===== config.mk =====
export PLATFORM = sky130hd
export DESIGN_NAME = sactl_front_flat
export DESIGN_NICKNAME = d
export VERILOG_FILES = /design/src/rtl/sactl_pkg.sv /design/src/rtl/sactl_if.sv /design/src/rtl/sactl_front.sv /design/src/flat_wrapper.sv
export SDC_FILE = /design/constraint.sdc
export NUM_CORES = 1
export LEC_CHECK = 0
export BUFFER_PORTS_ARGS = -buffer_cell sky130_fd_sc_hd__buf_4
export CORE_MARGIN = 4
export CORE_UTILIZATION = 35
export DETAILED_ROUTE_END_ITERATION = 8
export GPL_ROUTABILITY_DRIVEN = 0
export GPL_TIMING_DRIVEN = 1
export PLACE_DENSITY_LB_ADDON = 0.12
export SYNTH_ARGS = -nofsm -noshare
export SYNTH_HDL_FRONTEND = slang
export SYNTH_SLANG_ARGS = --single-unit

===== constraint.sdc =====
create_clock -name vclk -period 2.6
set_clock_uncertainty 0.2 [all_clocks]
set_input_delay 0.65 -clock vclk [all_inputs]
set_output_delay 0.65 -clock vclk [all_outputs]
set_load 0.02 [all_outputs]

===== src/rtl/sactl_pkg.sv =====
`timescale 1ns / 1ps
// ----------------------------------------------------------------------------
// sactl_pkg
// Shared constants, types and helpers of the set-associative tag lookup.
// ----------------------------------------------------------------------------
package sactl_pkg;

  localparam int unsigned MAX_SETS   = 1024;
  localparam int unsigned MAX_WAYS   = 16;
  localparam int unsigned ADDR_BITS  = 32;

  localparam int unsigned OFF_MAX    = 12;
  localparam int unsigned IDX_MAX    = 10;
  localparam int unsigned OFF_W      = 4;
  localparam int unsigned IDX_W      = 4;
  localparam int unsigned WAYS_CFG_W = 5;
  localparam int unsigned WAY_OUT_W  = 4;
  localparam int unsigned CNT_W      = 32;
  localparam int unsigned LFSR_W     = 16;
  localparam logic [LFSR_W-1:0] LFSR_SEED = 16'hACE1;

  localparam int unsigned CFG_IDX_W  = 8;
  localparam int unsigned CFG_DATA_W = 8;

  localparam logic [OFF_W-1:0]      OFF_RST    = 4'd4;
  localparam logic [IDX_W-1:0]      IDX_RST    = 4'd6;
  localparam logic [WAYS_CFG_W-1:0] WAYS_RST   = 5'd2;
  localparam logic                  POLICY_RST = 1'b0;

  typedef enum logic [CFG_IDX_W-1:0] {
    REG_OFFSET = 8'd0,
    REG_INDEX  = 8'd1,
    REG_WAYS   = 8'd2,
    REG_POLICY = 8'd3
  } cfg_reg_e;

  typedef enum logic [1:0] {
    KIND_HIT        = 2'd0,
    KIND_COMPULSORY = 2'd1,
    KIND_CONFLICT   = 2'd2
  } miss_kind_e;

  typedef struct packed {
    logic [OFF_W-1:0]      offset_bits;
    logic [IDX_W-1:0]      index_bits;
    logic [WAYS_CFG_W-1:0] ways_in_use;
    logic                  random_policy;
  } cfg_t;

  // taps 16,14,13,11, shifting right
  function automatic logic [LFSR_W-1:0] lfsr_next(input logic [LFSR_W-1:0] v);
    logic b;
    b = v[0] ^ v[2] ^ v[3] ^ v[5];
    return {b, v[LFSR_W-1:1]};
  endfunction

endpackage


===== src/rtl/sactl_if.sv =====
`timescale 1ns / 1ps
// ----------------------------------------------------------------------------
// sactl interfaces
// Access, result and configuration channels with valid/ready.
// ----------------------------------------------------------------------------
interface sactl_req_if #(
  parameter int unsigned ADDR_BITS = sactl_pkg::ADDR_BITS
);
  logic                 valid;
  logic                 ready;
  logic [ADDR_BITS-1:0] address;
  modport source (output valid, output address, input ready);
  modport sink   (input valid, input address, output ready);
endinterface



===== src/rtl/sactl_front.sv =====
`timescale 1ns / 1ps
// ----------------------------------------------------------------------------
// sactl_front
// Takes access words, derives the block tag and the set number.
// ----------------------------------------------------------------------------
module sactl_front #(
  parameter int unsigned ADDR_BITS = sactl_pkg::ADDR_BITS,
  parameter int unsigned MAX_SETS  = sactl_pkg::MAX_SETS,
  localparam int unsigned SET_W    = (MAX_SETS > 1) ? $clog2(MAX_SETS) : 1
) (
  sactl_req_if.sink             req,
  input  sactl_pkg::cfg_t       cfg_i,
  input  logic                  q_full_i,
  output logic                  push_o,
  output logic [ADDR_BITS-1:0]  tag_o,
  output logic [SET_W-1:0]      set_o
);

  localparam int unsigned IDX_MAX = sactl_pkg::IDX_MAX;
  localparam int unsigned R_W     = IDX_MAX + 1;
  localparam int unsigned RS      = 21;
  localparam int unsigned PROD_W  = IDX_MAX + RS + 1;
  localparam longint unsigned RECIP = ((64'd1 << RS) + MAX_SETS - 1) / MAX_SETS;

  logic [sactl_pkg::OFF_W-1:0] off_eff;
  logic [sactl_pkg::IDX_W-1:0] idx_eff;
  logic [IDX_MAX-1:0]          masked;
  logic [R_W-1:0]              rem;
  logic [PROD_W-1:0]           prod;
  logic [IDX_MAX-1:0]          quo;

  assign req.ready = !q_full_i;
  assign push_o    = req.valid && !q_full_i;

  always_comb begin
    off_eff = (cfg_i.offset_bits > sactl_pkg::OFF_W'(sactl_pkg::OFF_MAX)) ?
              sactl_pkg::OFF_W'(sactl_pkg::OFF_MAX) : cfg_i.offset_bits;
    idx_eff = (cfg_i.index_bits > sactl_pkg::IDX_W'(IDX_MAX)) ?
              sactl_pkg::IDX_W'(IDX_MAX) : cfg_i.index_bits;
  end

  assign tag_o = req.address >> off_eff;

  always_comb begin
    for (int i = 0; i < IDX_MAX; i++) begin
      masked[i] = tag_o[i] && (sactl_pkg::IDX_W'(i) < idx_eff);
    end
  end

  // set number folded into the sets present; quotient by reciprocal multiply
  always_comb begin
    prod = PROD_W'(masked) * PROD_W'(RECIP);
    quo  = prod[RS +: IDX_MAX];
    if (MAX_SETS < (2 ** IDX_MAX)) begin
      rem = R_W'(masked) - R_W'(PROD_W'(quo) * PROD_W'(MAX_SETS));
    end else begin
      rem = R_W'(masked);
    end
  end

  assign set_o = SET_W'(rem);

endmodule


===== src/flat_wrapper.sv =====
// flat-port wrapper written by rule: the top's interface ports become plain ports
module sactl_front_flat 
#(
  parameter int unsigned ADDR_BITS = sactl_pkg::ADDR_BITS,
  parameter int unsigned MAX_SETS  = sactl_pkg::MAX_SETS,
  localparam int unsigned SET_W    = (MAX_SETS > 1) ? $clog2(MAX_SETS) : 1
)
  (cfg_i, q_full_i, push_o, tag_o, set_o, req_valid, req_address, req_ready);
  sactl_req_if #(.ADDR_BITS(ADDR_BITS)) req_i ();
  input  sactl_pkg::cfg_t cfg_i;
  input  logic q_full_i;
  output logic push_o;
  output logic [ADDR_BITS-1:0] tag_o;
  output logic [SET_W-1:0] set_o;
  input wire logic [$bits(req_i.valid)-1:0] req_valid;
  input wire logic [$bits(req_i.address)-1:0] req_address;
  output wire logic [$bits(req_i.ready)-1:0] req_ready;
  assign req_i.valid = req_valid;
  assign req_i.address = req_address;
  assign req_ready = req_i.ready;
  sactl_front #(.ADDR_BITS(ADDR_BITS), .MAX_SETS(MAX_SETS)) u_core (.req(req_i), .cfg_i(cfg_i), .q_full_i(q_full_i), .push_o(push_o), .tag_o(tag_o), .set_o(set_o));
endmodule

==> flow_summary_export.csv <==
group,metric,value,unit
sta,setup_viol_count_final,40,
global_route,grt_pass1_wl,16000,µm
drt,wirelength,11100,µm
cells_and_area,fill_cells,327,
job,maxCapViolCount,0,
cells_and_area,finish.net_count,516,
floorplan,design.die.area,6920,µm²
yosys,yosysTopAreaCell,"mux2i_1",
pwr,p_int,611,µW
sta,slew_viol_final,0,
cells_and_area,drive_gt1_share,74.5,%
sta,fmax,324,MHz
sta,hold_viol,0,
global_route,grt_max_degree,21,
worst_setup_path,worstSetupEndpointType,"output port",
worst_setup_path,arrival,2.24,ns
yosys,synth_top_area_share,12.6,%
floorplan,io_pins,92,
yosys,syn_inst,287,
status,violations,"negative setup slack",
worst_setup_path,required,1.75,ns
hold_path,hold_path_class,"in2out",
cells_and_area,area_growth_syn_to_layout,133,%
cells_and_area,antenna_cells,0,
yosys,synth_area,1980,µm²
yosys,synth_area_leaders,"mux2i_1 13%, mux4_2 10%, a21oi_1 8.1%",
drt,viasPerCell,6.11,
floorplan,die_y,83.2,µm
pwr,clockPowerShare,0,%
cells_and_area,n_clock_buffer,0,
sta,tns,-12.52,ns
placement,dpl_cell_area,3650,µm²
global_route,antenna_found_initial,0,
yosys,seq_area_frac_synth,0,%
cells_and_area,n_sequential_cell,0,
yosys,synth_cell_types,46,
yosys,synth_fp_nets,335,
drt,vias,3288,
yosys,yosys_warnings,0,
drt,drc,0,
placement,io_buffers,86,
pwr,peakVddDrop,0.203,mV
placement,dp_hpwl,7630,µm
floorplan,die_w,83.2,µm
cells_and_area,final_area,4610,µm²
global_route,overflow,0,
floorplan,start_util,35.9,%
sta,rsz0062_at_grt,"true",
cts,cts_hold_buffers,0,
global_route,grt_pass1_vias,3220,
pwr,switchingPower,572,µW
cells_and_area,register_area,0,µm²
drt,dr.pass1.iters,5,
global_route,grtUsageTotal,27.4,%
drt,dr.first_iter.drc_count,268,
drt,drt-wirelength-per-cell,20.6,µm
floorplan,core,5510,µm²
pwr,power.leakage,2.03,nW
worst_setup_path,crit_path_max_fanout,5,
status,status,"complete, but fails checks",
pwr,seq_power_share,0,%
sta,relSlewSlack,72.4,%
pwr,p_comb_share,100.0,%
yosys,syn-mean-instance-area,6.90,µm²
sta,fin_crit,3.09,ns
pwr,swShare,48.3,%
pwr,power-per-cell-area,257,nW/µm²
sta,finalCritPeriodShare,119,%
worst_setup_path,worst_setup_path_start_kind,"input port",
drt,ant_nets,0,
sta,worstMarginPinSlew,0.413,ns
worst_setup_path,crit_type,"in2out",
floorplan,num_rows,27,
sta,fin_ws,-0.486,ns
path summary, 6_finish.rpt:
kind | from | to | slack, ns | cells past startpoint
hold / removal | q_full_i | req_ready | 1.35 | 3
setup / recovery | cfg_i[13] | set_o[5] | -0.49 | 8
power groups by stage:
stage	registers, mW	logic [mW]	clock network (mW)
after global routing	0	1.24	0
after CTS	0	1.05	0
after detailed placement	0	0.911	0
after global placement	0	0.901	0
final	0	1.18	0
after floorplan	0	0.511	0
kinds of logic (layout without fill, tap and decap cells):
family                 after synthesis  count (layout)  share of synthesized area, %
AO/OA/AOI/OAI                      116             116                          40.2
buffers and inverters               38             217                          10.4
multiplexers                        47              47                          30.3
AND/OR/NAND/NOR                     86              86                          19.2
layout make-up:
cell class / instances / area [µm²] / share of cell area (%)
Multi-Input combinational cell: 249 / 2510 / 54.6
Timing Repair Buffer: 211 / 1970 / 42.9
Tap cell: 72 / 90.1 / 1.96
Inverter: 6 / 28.8 / 0.625
worst max-delay path, stage by stage:
cell	delay [ns]
buf_12	0.11
buf_6	0.12
a21bo_4	0.23
a211oi_4	0.22
a21oi_2	0.09
mux4_2	0.51
nor2b_4	0.15
buf_6	0.13
timing repair:
| action | 4_1_cts | 5_1_grt |
|---|---|---|
| pin swaps | 31 | 39 |
| buffers inserted | 17 | 2 |
| hold endpoints to repair | 0 | 0 |
| gates cloned | 1 | 0 |
| resized for setup | 107 | 84 |
| setup endpoints to repair | 42 | 41 |
Yosys cell counts (2+ instances only):
master and number:
clkbuf_1 8, buf_2 11, mux4_2 9, a21bo_1 2, nand3_1 7, o221ai_1 4
nor2_1 16, a211oi_1 4, a21boi_2 2, o22ai_1 9, mux2i_1 25, a21boi_0 4
or2_2 2, a21boi_1 2, a211o_1 3, buf_4 5, a22o_1 3, a31oi_1 2
a22oi_1 9, o22a_1 2, buf_1 4, o21a_1 4, a211oi_2 2, nor2b_1 5
nor4_1 3, mux2_2 13, a2111oi_0 3, a221o_1 2, o211ai_1 4, o21ai_0 16
a21o_1 2, nand2_1 42, a21oi_1 32, nor3_1 4, nand2b_1 4, buf_6 4
inv_1 5
cells in the final DEF, fill, tap and decap left out, types with 8 or more instances in the layout:
cell     instances
nand2_1         37
nor2_1           8
mux2i_1         12
buf_6           58
mux4_2           9
buf_4          138
a21oi_1         13
a21oi_2         14
mux2i_2          9
buf_12          12
o21ai_2          8
routing by layer:
layer  vias up  wire, µm  GRT usage, %
met5         -         0             0
met2       229      5600          49.1
met4         0       656          12.9
li1       1457         -             -
met3        63       822          3.17
met1      1539      3980          32.3
through the flow:
stage | std cells | total power, mW | utilization, % | hold WS [ns] | setup slack [ns]
2_1_floorplan | 287 | 0.511 | - | 1.18 | -0.354
3_3_place_gp | 520 | 0.901 | 66.3 | 1.35 | -0.508
3_5_place_dp | 520 | 0.911 | 66.3 | 1.35 | -0.520
4_1_cts | 537 | 1.05 | 76.6 | 1.35 | -0.422
5_1_grt | 538 | 1.24 | 83.6 | 1.37 | -0.504
6_report | 538 | 1.18 | 83.6 | 1.35 | -0.486
(Power assumes the default switching activity.)
