**config.mk**
```make
export PLATFORM = sky130hd
export DESIGN_NAME = sactl_queue
export DESIGN_NICKNAME = d
export VERILOG_FILES = /design/src/rtl/sactl_queue.sv
export SDC_FILE = /design/constraint.sdc
export NUM_CORES = 1
export LEC_CHECK = 0
export BUFFER_PORTS_ARGS = -buffer_cell sky130_fd_sc_hd__buf_2
export CAP_MARGIN = 20
export CORE_UTILIZATION = 49
export CTS_CLUSTER_SIZE = 20
export DETAILED_ROUTE_END_ITERATION = 8
export PLACE_DENSITY = 0.73
export SYNTH_ARGS = -nofsm -noshare
export SYNTH_HDL_FRONTEND = slang
export SYNTH_SLANG_ARGS = --single-unit
export TNS_END_PERCENT = 100
```
**constraint.sdc**
```tcl
create_clock -name clk_i -period 1.29 [get_ports clk_i]
set_input_delay 0.0645 -clock clk_i [delete_from_list [all_inputs] [get_ports clk_i]]
set_output_delay 0.0645 -clock clk_i [all_outputs]
set_load 0.02 [all_outputs]
```
**src/rtl/sactl_queue.sv**
```systemverilog
`timescale 1ns / 1ps
// ----------------------------------------------------------------------------
// sactl_queue
// Two-entry queue between the front and the back.
// ----------------------------------------------------------------------------
module sactl_queue #(
  parameter int unsigned WIDTH = 8
) (
  input  logic             clk_i,
  input  logic             rst_ni,
  input  logic             push_i,
  input  logic [WIDTH-1:0] data_i,
  output logic             full_o,
  input  logic             pop_i,
  output logic             valid_o,
  output logic [WIDTH-1:0] data_o
);

  logic [WIDTH-1:0] mem_q [2];
  logic             wr_q, wr_d, rd_q, rd_d;
  logic [1:0]       cnt_q, cnt_d;

  assign full_o  = (cnt_q == 2'd2);
  assign valid_o = (cnt_q != 2'd0);
  assign data_o  = mem_q[rd_q];

  always_comb begin
    wr_d  = wr_q ^ push_i;
    rd_d  = rd_q ^ pop_i;
    cnt_d = cnt_q + 2'(push_i) - 2'(pop_i);
  end

  always_ff @(posedge clk_i) begin
    if (push_i) mem_q[wr_q] <= data_i;
  end

  always_ff @(posedge clk_i or negedge rst_ni) begin
    if (!rst_ni) begin
      wr_q  <= 1'b0;
      rd_q  <= 1'b0;
      cnt_q <= 2'd0;
    end else begin
      wr_q  <= wr_d;
      rd_q  <= rd_d;
      cnt_q <= cnt_d;
    end
  end

endmodule

```
==> results of run 1 <==
==> layer usage <==
layer | vias to the layer above | track usage | wire length, µm
met5 | - | 0 | 0
met4 | 0 | 0.0909 | 0
met3 | 0 | 0.0255 | 39
met2 | 11 | 0.297 | 735
met1 | 227 | 0.198 | 505
li1 | 224 | - | -
==> stage by stage <==
step | instance area [µm²] | worst slack [ps]
global placement | 936 | 102
floorplan | 822 | 155
detailed placement | 936 | 87.0
global route | 1170 | -135
CTS | 1170 | -82.3
finish | 1170 | -96.9
==> flip-flops by register name, indices dropped and copies added, names as in the netlist <==
name and cells:
rd_q 1, mem_q 16, cnt_q 2, wr_q 1
==> how the worst max path moves through the flow <==
stage | end | cells after the start
6_report | data_o[4] | 3
5_1_grt | data_o[4] | 3
4_1_cts | data_o[4] | 3
3_5_place_dp | data_o[4] | 2
3_3_place_gp | data_o[6] | 2
2_1_floorplan | cnt_q[1]$_DFF_PN0_ | 5
==> cells by family (layout without fill, tap and decap cells) <==
logic type | count (synthesis) | in the layout
and+or+nand+nor | 2 | 2
adders and majority gates | 4 | 4
buffers and inverters | 5 | 42
DFF | 20 | 20
muxes | 8 | 8
xor gates and xnor gates | 2 | 2
==> area by class of cell <==
class                           instances  share of cell area
Tap cell                               16              0.0171
Clock buffer                            3              0.0193
Multi-Input combinational cell         16               0.184
Inverter                                4              0.0128
Clock inverter                          1              0.0257
Sequential cell                        20               0.497
Timing Repair Buffer                   34               0.244
==> power by group <==
group	leakage, µW	switching, µW	total, µW	internal, µW
clock	0.0000279	200	514	314
sequential	0.000196	77.4	959	882
combinational	0.000300	474	1100	621
==> cell usage in the layout (no fill, tap or decap) <==
cell type,synthesis,layout
clkbuf_4,0,3
mux2_4,8,8
buf_2,0,13
xor3_1,1,1
dfrtp_1,4,3
xor2_1,1,1
or2_2,1,1
bufinv_16,0,1
dfrtp_2,0,1
buf_6,1,10
dlygate4sd3_1,0,10
buf_4,0,1
edfxtp_1,16,16
inv_1,4,4
nor2b_1,1,1
ha_1,4,4
==> worst register-to-register path, cell delays in order, from the launching register on <==
cell and delay (ps):
dfrtp_1 380, inv_1 50, ha_1 270, inv_1 60
ha_1 150, xor3_1 210
==> timing repair <==
| item | CTS | global route |
|---|---|---|
| buffers inserted | 3 | 0 |
| hold buffers | 10 | 0 |
| endpoints found under the hold margin | 21 | 0 |
| resized for setup | 20 | 0 |
| endpoints found under the setup margin | 8 | 9 |
==> key figures, run 1 <==
Finish
  – Area Overhead vs Synth: 42.3%
  – Share of cells above drive strength 1: 0.487
  – Final cell utilization of the core: 0.759
  – Fin nets: 95
  – Register area: 582 µm²
  – ANT cells: 0
  – Area of the multi-input gates: 215 µm²
  – Non-Filler Instances: 94
  – Fillers: 105

Timing
  – Final min period: 1390 ps
  – Fmax: 0.721 GHz
  – Slew @ Worst Pin: 393 ps
  – Final WS setup: -96.9 ps
  – Max-slew violation count: 0
  – TNS Setup: -713 ps
  – Final setup viols: 8
  – Fin crit share: 1.08
  – RSZ-0062 raised after global routing: true
  – Final Hold Viols: 0
  – Relative slew slack: 0.738
  – Final setup skew: 13.3 ps
  – WHS: 26.3 ps

Pwr
  – Leak: 0.000524 µW
  – VDD IR-drop max: 1390 µV
  – Final Total Pwr: 2570 µW
  – Pwr Density: 2200 nW/µm²

Yosys
  – Most frequent cell after synthesis: edfxtp_1
  – Yosys cell types: 10
  – Most common flop cell mapped by yosys: edfxtp_1
  – Post-synthesis sequential area ratio: 0.706
  – Synth Area in Simple Gates: 0.0152
  – Post-synthesis mux area share: 0.146
  – Synth area leaders: edfxtp_1 (58%), mux2_4 (15%), dfrtp_1 (12%), ha_1 (6.1%), xor3_1 (2.9%)
  – Area leader, netlist: edfxtp_1
  – Post-synth ARST share: 0.200
  – Yosys warns: 0
  – Synth Area per Inst: 20.0 µm²
  – Synth top cells by count: edfxtp_1 (16), mux2_4 (8), dfrtp_1 (4), ha_1 (4), inv_1 (4)
  – Syn Nets: 57
  – Area share of the leading cell type in the synthesized netlist: 0.584
  – Netlist Area Pre-Place: 822 µm²
  – Fraction of the mapped netlist area in adder cells: 0.0609
  – Compound-Gate Fraction of Synth Area: 0
  – Synthesized instance count: 41
  – Xor and xnor area share after synthesis: 0.0396
  – Number of synthesized flops with an enable pin: 16
  – Yosys reg bits: 20
  – Main combinational cell family by area after synthesis: multiplexers

Worst setup path
  – Worst path arrival time: 1320 ps
  – Cell Chain, Critical Path: buf_6 -> mux2_4 -> buf_6
  – Crit Path Max Fanout: 5
  – Crit path required time: 1230 ps
  – RR Endpoint: cnt_q[1]$_DFF_PN0_
  – Crit path max-delay family: flip-flops
  – Critical Path End Type: output port
  – Critical Path Source: rd_q$_DFF_PN0_
  – CP startpoint kind: flop
  – Buf+Inv Stages, Crit Path: 2
  – R2R cell count: 5
  – Worst stage delay on the critical path: 440 ps
  – Reg2reg setup slack: 60 ps
  – Most used cell, CP: buf_6
  – Critical path class: reg -> out
  – Reg2reg start: cnt_q[0]$_DFF_PN0_
  – Slowest library cell on the worst path: dfrtp_2

Job
  – Max cap viols: 0

Detailed routing
  – Number of DRC markers in iteration 0: 6
  – Antenna-violating nets left: 0
  – Drt via density: 4.91
  – Routed WL: 1280 µm
  – Drt drc: 0
  – DR pass1 iterations: 4
  – Via count: 462
  – Routed wire length per instance: 13.6 µm

GRT
  – Global-route wire length before repair: 2190 µm
  – Vias in the first global route: 493
  – Initial antenna violation count: 0
  – Grt ovf: 0
  – Pin count of the biggest net entering global routing: 13
  – GR Util All Layers: 0.169

CTS
  – CTS clk-pin slew, worst paths: 130 ps
  – CTS tree: done
  – CTS max path bufs: 2
  – Clock tree sinks: 20
  – H-tree depth: 1
  – CTS root buf: clkbuf_4
  – Clock buffer count from CTS: 3
  – Worst skew pair latency: 310 ps

Placed design
  – Gpl congestion: 0.653
  – # port buffers: 21
  – # placed instances: 77

Die
  – Die W: 43.0 µm
  – # IOs: 22
  – Die footprint: 1850 µm²
  – Initial Util: 0.533
  – Die Y: 43.0 µm
  – Placement row count: 14
  – Core area: 1540 µm²

Status
  – Status: finished, violations left
  – Violated checks: setup timing

Worst hold path
  – HP Class: in -> reg
  – Hold Path Sink: cnt_q[0]$_DFF_PN0_
  – Hold Path Depth: 2
  – Hold path start: push_i
No activity file was read; power rests on OpenSTA's default activity.
==> run 2: changes to the inputs <==
--- a/config.mk
+++ b/config.mk
@@ -10,7 +10,9 @@
 export CORE_UTILIZATION = 49
 export CTS_CLUSTER_SIZE = 20
 export DETAILED_ROUTE_END_ITERATION = 8
+export MAX_ROUTING_LAYER = met4
 export PLACE_DENSITY = 0.73
+export SETUP_SLACK_MARGIN = 0.5
 export SYNTH_ARGS = -nofsm -noshare
 export SYNTH_HDL_FRONTEND = slang
 export SYNTH_SLANG_ARGS = --single-unit
==> key figures, run 2 (synthesis results as in run 1) <==
Status
  – Status: finished, violations left
  – Violated checks: setup timing

Placed design
  – Gpl congestion: 0.590 (-9.6%)
  – Dpl ws: 85.5 ps (-1.50 ps)
  – HPWL Detailed: 702 µm
  – # port buffers: 21 (unchanged)
  – DP Area: 961 µm² (+2.7%)

Timing
  – Final setup skew: 2.91 ps (-10.4 ps)
  – Final setup viols: 8 (unchanged)
  – Fmax: 0.742 GHz (+2.9%)
  – Final WS setup: -57.3 ps (+39.6 ps)
  – Final Hold Viols: 0 (unchanged)
  – RSZ-0062 raised after global routing: true
  – Fin crit share: 1.04 (-0.0307)
  – Max-slew violation count: 0 (unchanged)
  – Final min period: 1350 ps (-39.6 ps)
  – Relative slew slack: 0.897 (+0.159)
  – Slew @ Worst Pin: 155 ps (-238 ps)
  – WHS: 86.2 ps (+59.9 ps)

GRT
  – GR Util All Layers: 0.170 (+0.00101)
  – Vias in the first global route: 502 (+1.8%)
  – GR peak layer: met2
  – Global-route wire length before repair: 2160 µm (-1.3%)
  – Grt met1 use: 0.189 (-0.00872)
  – Initial antenna violation count: 0 (unchanged)
  – Grt ovf: 0 (unchanged)
  – Met3 usage: 0.0383 (+0.0128)
  – Pin count of the biggest net entering global routing: 12 (-1)
  – Met2 Use GR: 0.303 (+0.00606)

Worst setup path
  – Slowest library cell on the worst path: dfrtp_2
  – Worst path arrival time: 1280 ps (-40 ps)
  – Reg2reg setup slack: 100 ps (+40 ps)
  – Critical Path End Type: output port
  – Critical path class: reg -> out
  – Most used cell, CP: buf_6
  – Crit path required time: 1230 ps (about the same)
  – WP depth: 3 (unchanged)
  – CP startpoint kind: flop
  – Crit path max-delay family: flip-flops
  – Cell Chain, Critical Path: buf_6 -> mux2_4 -> buf_6
  – Buf+Inv Stages, Crit Path: 2 (unchanged)
  – Worst stage delay on the critical path: 430 ps (about the same)
  – R2R cell count: 5 (unchanged)
  – Crit Path Max Fanout: 5 (unchanged)

Finish
  – Fin nets: 99 (+4.2%)
  – Share of cells above drive strength 1: 0.634 (+0.147)
  – Final cell utilization of the core: 0.824 (+0.0649)
  – ANT cells: 0 (unchanged)
  – Biggest regs: mem_q x16, cnt_q x2
  – Number of flip-flops in the largest register: 16 (unchanged)
  – Commonest cells after routing, fill and taps aside: edfxtp_1 (16), buf_6 (16), buf_2 (11)
  – Area Overhead vs Synth: 54.5%
  – Fillers: 88 (-16%)
  – Final instance area: 1270 µm² (+8.6%)
  – Reg with most FFs: mem_q

Detailed routing
  – DR pass1 iterations: 2 (-2)
  – Number of DRC markers in iteration 0: 9 (+3)
  – Routed wire length per instance: 13.2 µm (-3.3%)
  – Drt via density: 4.77 (-3.0%)
  – Via count: 467 (+1.1%)
  – Drt drc: 0 (unchanged)
  – Routed WL: 1290 µm (+0.78%)
  – Antenna-violating nets left: 0 (unchanged)

Die
  – # IOs: 22 (unchanged)
  – Initial Util: 0.533 (unchanged)
  – Core area: 1540 µm² (unchanged)
  – Die W: 43.0 µm (unchanged)
  – Die Y: 43.0 µm (unchanged)
  – Die footprint: 1850 µm² (unchanged)
  – Placement row count: 14 (unchanged)

CTS
  – CTS clk-pin slew, worst paths: 110 ps (-20 ps)
  – CTS tree: done
  – Clock tree sinks: 20 (unchanged)
  – Clock buffer count from CTS: 3 (unchanged)
  – CTS max path bufs: 2 (unchanged)
  – CTS root buf: clkbuf_4
  – H-tree depth: 1 (unchanged)
  – Worst skew pair latency: 280 ps (-30 ps)

Pwr
  – Clock Power Share: 0.106 (-0.094)
  – Sw power: 825 µW (+9.8%)
  – Int Pwr: 1860 µW (+2.6%)
  – VDD IR-drop max: 1700 µV (+22%)
  – Leak: 0.000542 µW (+3.4%)
  – Pwr Density: 2120 nW/µm² (-3.6%)
  – Seq pwr share: 0.359 (-0.015)
  – Comb pwr share: 0.535 (+0.109)
  – Sw frac: 0.307 (+0.0144)

Worst hold path
  – HP Class: in -> async

Job
  – Max cap viols: 0 (unchanged)
-- run 2: cell types whose count changed in the layout (fill, tap and decap cells not counted), moves of 2 or more --
| cell | change |
|---|---|
| inv_1 | -4 |
| buf_6 | +6 |
| ha_1 | -4 |
| buf_2 | -2 |
| inv_2 | +4 |
| ha_4 | +4 |
-- run 2: final timing paths --
path                                     from            endpoint
max                            rd_q$_DFF_PN0_           data_o[7]
min                                    rst_ni      wr_q$_DFF_PN0_
max reg2reg                cnt_q[0]$_DFF_PN0_  cnt_q[1]$_DFF_PN0_
min reg2reg                    wr_q$_DFF_PN0_      wr_q$_DFF_PN0_
max in group asynchronous              rst_ni      rd_q$_DFF_PN0_
min in group clk_i                     push_i  cnt_q[0]$_DFF_PN0_
-- run 2: repair_timing --
item,in CTS,in global routing
endpoints found under the hold margin,21,0
resized for setup,30,9
endpoints found under the setup margin,30,30
hold buffers,10,0
buffers inserted,5,2
pin swaps,2,1
gates cloned,0,0
-- run 2: power groups by stage --
stage | combinational [µW] | sequential, µW | clock, µW
after floorplan | 713 | 948 | 0
after global placement | 793 | 1020 | 0
after detailed placement | 811 | 1030 | 0
after CTS | 1290 | 953 | 294
after global routing | 1520 | 986 | 324
final | 1440 | 965 | 285
-- run 2: through the flow --
step	cells	TNS [ps]	power [µW]
4_1_cts	96	-450	2540
6_report	98	-424	2690
3_3_place_gp	77	0	1820
3_5_place_dp	77	0	1840
2_1_floorplan	41	0	1660
5_1_grt	98	-807	2830
-- run 2: worst reg2reg max path: stages, from the launching register on --
cell,delay (ps)
dfrtp_2,440
inv_2,70
ha_4,190
inv_2,60
ha_4,120
xor3_1,200
-- run 2: final cells by class --
type / instances / area (µm²) / share of cell area
Sequential cell: 20 / 583 / 0.459
Timing Repair Buffer: 38 / 343 / 0.270
Multi-Input combinational cell: 16 / 283 / 0.223
Clock buffer: 3 / 22.5 / 0.0177
Tap cell: 16 / 20.0 / 0.0158
Inverter: 4 / 15.0 / 0.0118
Clock inverter: 1 / 3.75 / 0.00296
-- run 2: layer usage --
layer  up-vias  share of wire
met5         -              0
met4         0         0.0047
met3         2          0.026
met2        13           0.55
met1       225           0.42
li1        227              -
==> run 3: changes to the inputs <==
==> constraint.sdc (replaced) <==
create_clock -name clk_i -period 1.29 [get_ports clk_i]
set_input_delay 0.258 -clock clk_i [delete_from_list [all_inputs] [get_ports clk_i]]
set_output_delay 0.258 -clock clk_i [all_outputs]
set_load 0.02 [all_outputs]
==> key figures, run 3 (synthesis results as in run 1) <==
Finish
  – Final instance area: 1200 µm² (-5.6%)
  – Area Overhead vs Synth: 45.8%
  – Biggest regs: mem_q x16, cnt_q x2
  – Share of cells above drive strength 1: 0.685 (+0.0508)
  – Non-Filler Instances: 89 (-9.2%)
  – Reg with most FFs: mem_q
  – ANT cells: 0 (unchanged)
  – Commonest cells after routing, fill and taps aside: edfxtp_1 (16), buf_6 (16), buf_2 (11)
  – Final cell utilization of the core: 0.778 (-0.0463)
  – Number of flip-flops in the largest register: 16 (unchanged)
  – Fin nets: 90 (-9.1%)

Worst setup path
  – Critical path class: reg -> out
  – Reg2reg start: cnt_q[0]$_DFF_PN0_
  – CP startpoint kind: flop
  – Critical Path End Type: output port
  – Cell Chain, Critical Path: buf_6 -> mux2_4 -> buf_6
  – Worst stage delay on the critical path: 420 ps (about the same)
  – Most used cell, CP: buf_6
  – R2R cell count: 5 (unchanged)
  – Worst path arrival time: 1300 ps (+20 ps)
  – Crit path required time: 1030 ps (-200 ps)
  – Crit Path Max Fanout: 5 (unchanged)
  – Slowest library cell on the worst path: dfrtp_1
  – Reg2reg setup slack: 100 ps (about the same)
  – Critical Path Source: rd_q$_DFF_PN0_
  – RR Endpoint: cnt_q[1]$_DFF_PN0_

CTS
  – CTS clk-pin slew, worst paths: 110 ps (about the same)
  – CTS root buf: clkbuf_4
  – Clock tree sinks: 20 (unchanged)
  – H-tree depth: 1 (unchanged)
  – Worst skew pair latency: 300 ps (+20 ps)
  – CTS max path bufs: 2 (unchanged)
  – Clock buffer count from CTS: 3 (unchanged)
  – CTS tree: done

Timing
  – TNS Setup: -2200 ps (-1770 ps)
  – Fmax: 0.644 GHz (-13%)
  – Relative slew slack: 0.901 (+0.00406)
  – Final min period: 1550 ps (+206 ps)
  – Final setup viols: 10 (+2)
  – Final setup skew: 5.57 ps (+2.66 ps)
  – Max-slew violation count: 0 (unchanged)
  – Final WS setup: -263 ps (-206 ps)
  – Fin crit share: 1.20 (+0.160)
  – Final Hold Viols: 0 (unchanged)
  – Slew @ Worst Pin: 149 ps (-6.08 ps)
  – RSZ-0062 raised after global routing: true

Worst hold path
  – HP Class: in -> reg
  – Hold path start: data_i[3]
  – Hold Path Depth: 1
  – Hold Path Sink: mem_q[0][3]$_DFFE_PP_

Pwr
  – Comb pwr share: 0.496 (-0.039)
  – Sw power: 850 µW (+3.0%)
  – Pwr Density: 2420 nW/µm² (+14%)
  – Sw frac: 0.293 (-0.0139)
  – Seq pwr share: 0.331 (-0.028)
  – Leak: 0.000518 µW (-4.5%)
  – Final Total Pwr: 2900 µW (+7.9%)
  – Clock Power Share: 0.173 (+0.067)
  – Int Pwr: 2050 µW (+10%)
  – VDD IR-drop max: 1870 µV (+9.7%)

Die
  – Die footprint: 1850 µm² (unchanged)
  – Core area: 1540 µm² (unchanged)
  – # IOs: 22 (unchanged)
  – Initial Util: 0.533 (unchanged)
  – Placement row count: 14 (unchanged)
  – Die Y: 43.0 µm (unchanged)
  – Die W: 43.0 µm (unchanged)

GRT
  – GR peak layer: met2
  – Pin count of the biggest net entering global routing: 13 (+1)
  – Initial antenna violation count: 0 (unchanged)
  – Grt met1 use: 0.149 (-0.0403)
  – Vias in the first global route: 452 (-10%)
  – Global-route wire length before repair: 1880 µm (-13%)
  – Grt ovf: 0 (unchanged)
  – Met2 Use GR: 0.264 (-0.0394)
  – GR Util All Layers: 0.149 (-0.0213)
  – Met3 usage: 0.0340 (-0.00426)

Detailed routing
  – Routed WL: 1280 µm (-0.93%)
  – Drt drc: 0 (unchanged)
  – DR pass1 iterations: 4 (+2)
  – Routed wire length per instance: 14.4 µm (+9.1%)
  – Via count: 454 (-2.8%)
  – Drt via density: 5.10 (+7.0%)
  – Antenna-violating nets left: 0 (unchanged)
  – Number of DRC markers in iteration 0: 3 (-6)

Placed design
  – Gpl congestion: 0.705 (+19%)
  – # placed instances: 79 (+2.6%)
  – # port buffers: 21 (unchanged)
  – DP Area: 976 µm² (+1.6%)
  – HPWL Detailed: 822 µm (+17%)

Status
  – Status: finished, violations left
  – Violated checks: setup timing

Job
  – Max cap viols: 0 (unchanged)
==> run 3: cell types whose count changed in the layout (fill, tap and decap cells not counted) <==
| cell | previous run | this run |
|---|---|---|
| dlygate4sd3_1 | 10 | 1 |
| dfrtp_2 | 2 | 0 |
| inv_2 | 4 | 3 |
| bufinv_16 | 0 | 1 |
| xor2_2 | 1 | 0 |
| clkinv_1 | 1 | 0 |
| inv_4 | 0 | 1 |
| dfrtp_1 | 2 | 4 |
| xor2_1 | 0 | 1 |
==> run 3: worst max path at each step <==
stage	slack [ps]	endpoint
floorplan	160	cnt_q[1]$_DFF_PN0_
global placement	60	data_o[7]
detailed placement	50	data_o[0]
CTS	-270	data_o[0]
global route	-300	data_o[0]
finish	-260	data_o[0]
==> run 3: final cells by class <==
cell class              instances  area, µm²
flip-flops and latches         20        581
fillers                        97        343
multi-input cells              16        275
repair buffers                 29        253
clock inverters                 1       30.0
clock buffers                   3       22.5
well taps                      16       20.0
inverters                       4       17.5
==> run 3: power by group through the flow <==
stage | registers [µW] | clock network (µW) | logic [µW]
finish | 960 | 502 | 1440
global route | 972 | 539 | 1510
CTS | 958 | 508 | 1270
detailed placement | 965 | 0 | 927
global placement | 955 | 0 | 910
floorplan | 948 | 0 | 713
==> run 3: layer usage <==
metal,part of all wire,routed length [µm]
met5,0,0
met2,0.53,683
met4,0.015,19
met1,0.41,520
met3,0.042,54
==> run 3: per-stage QoR <==
| step | hold WS [ps] | worst slack (ps) |
|---|---|---|
| final | 135 | -263 |
| after global routing | 122 | -304 |
| after CTS | 134 | -270 |
| after detailed placement | 70.8 | 51.2 |
| after global placement | 71.4 | 64.0 |
| after floorplan | -37.6 | 155 |
==> run 3: what timing repair did <==
item / 4_1_cts / 5_1_grt
endpoints found under the hold margin: 4 / 0
pin swaps: 2 / 2
setup endpoints to repair: 30 / 30
hold buffers: 1 / 0
buffers inserted: 3 / 2
resized for setup: 28 / 8
==> run 3: critical path: cells and delay by family, from the launching register on <==
kind	cells	cell delay, ps
buffers and inverters	2	280
DFF	1	420
muxes	1	300
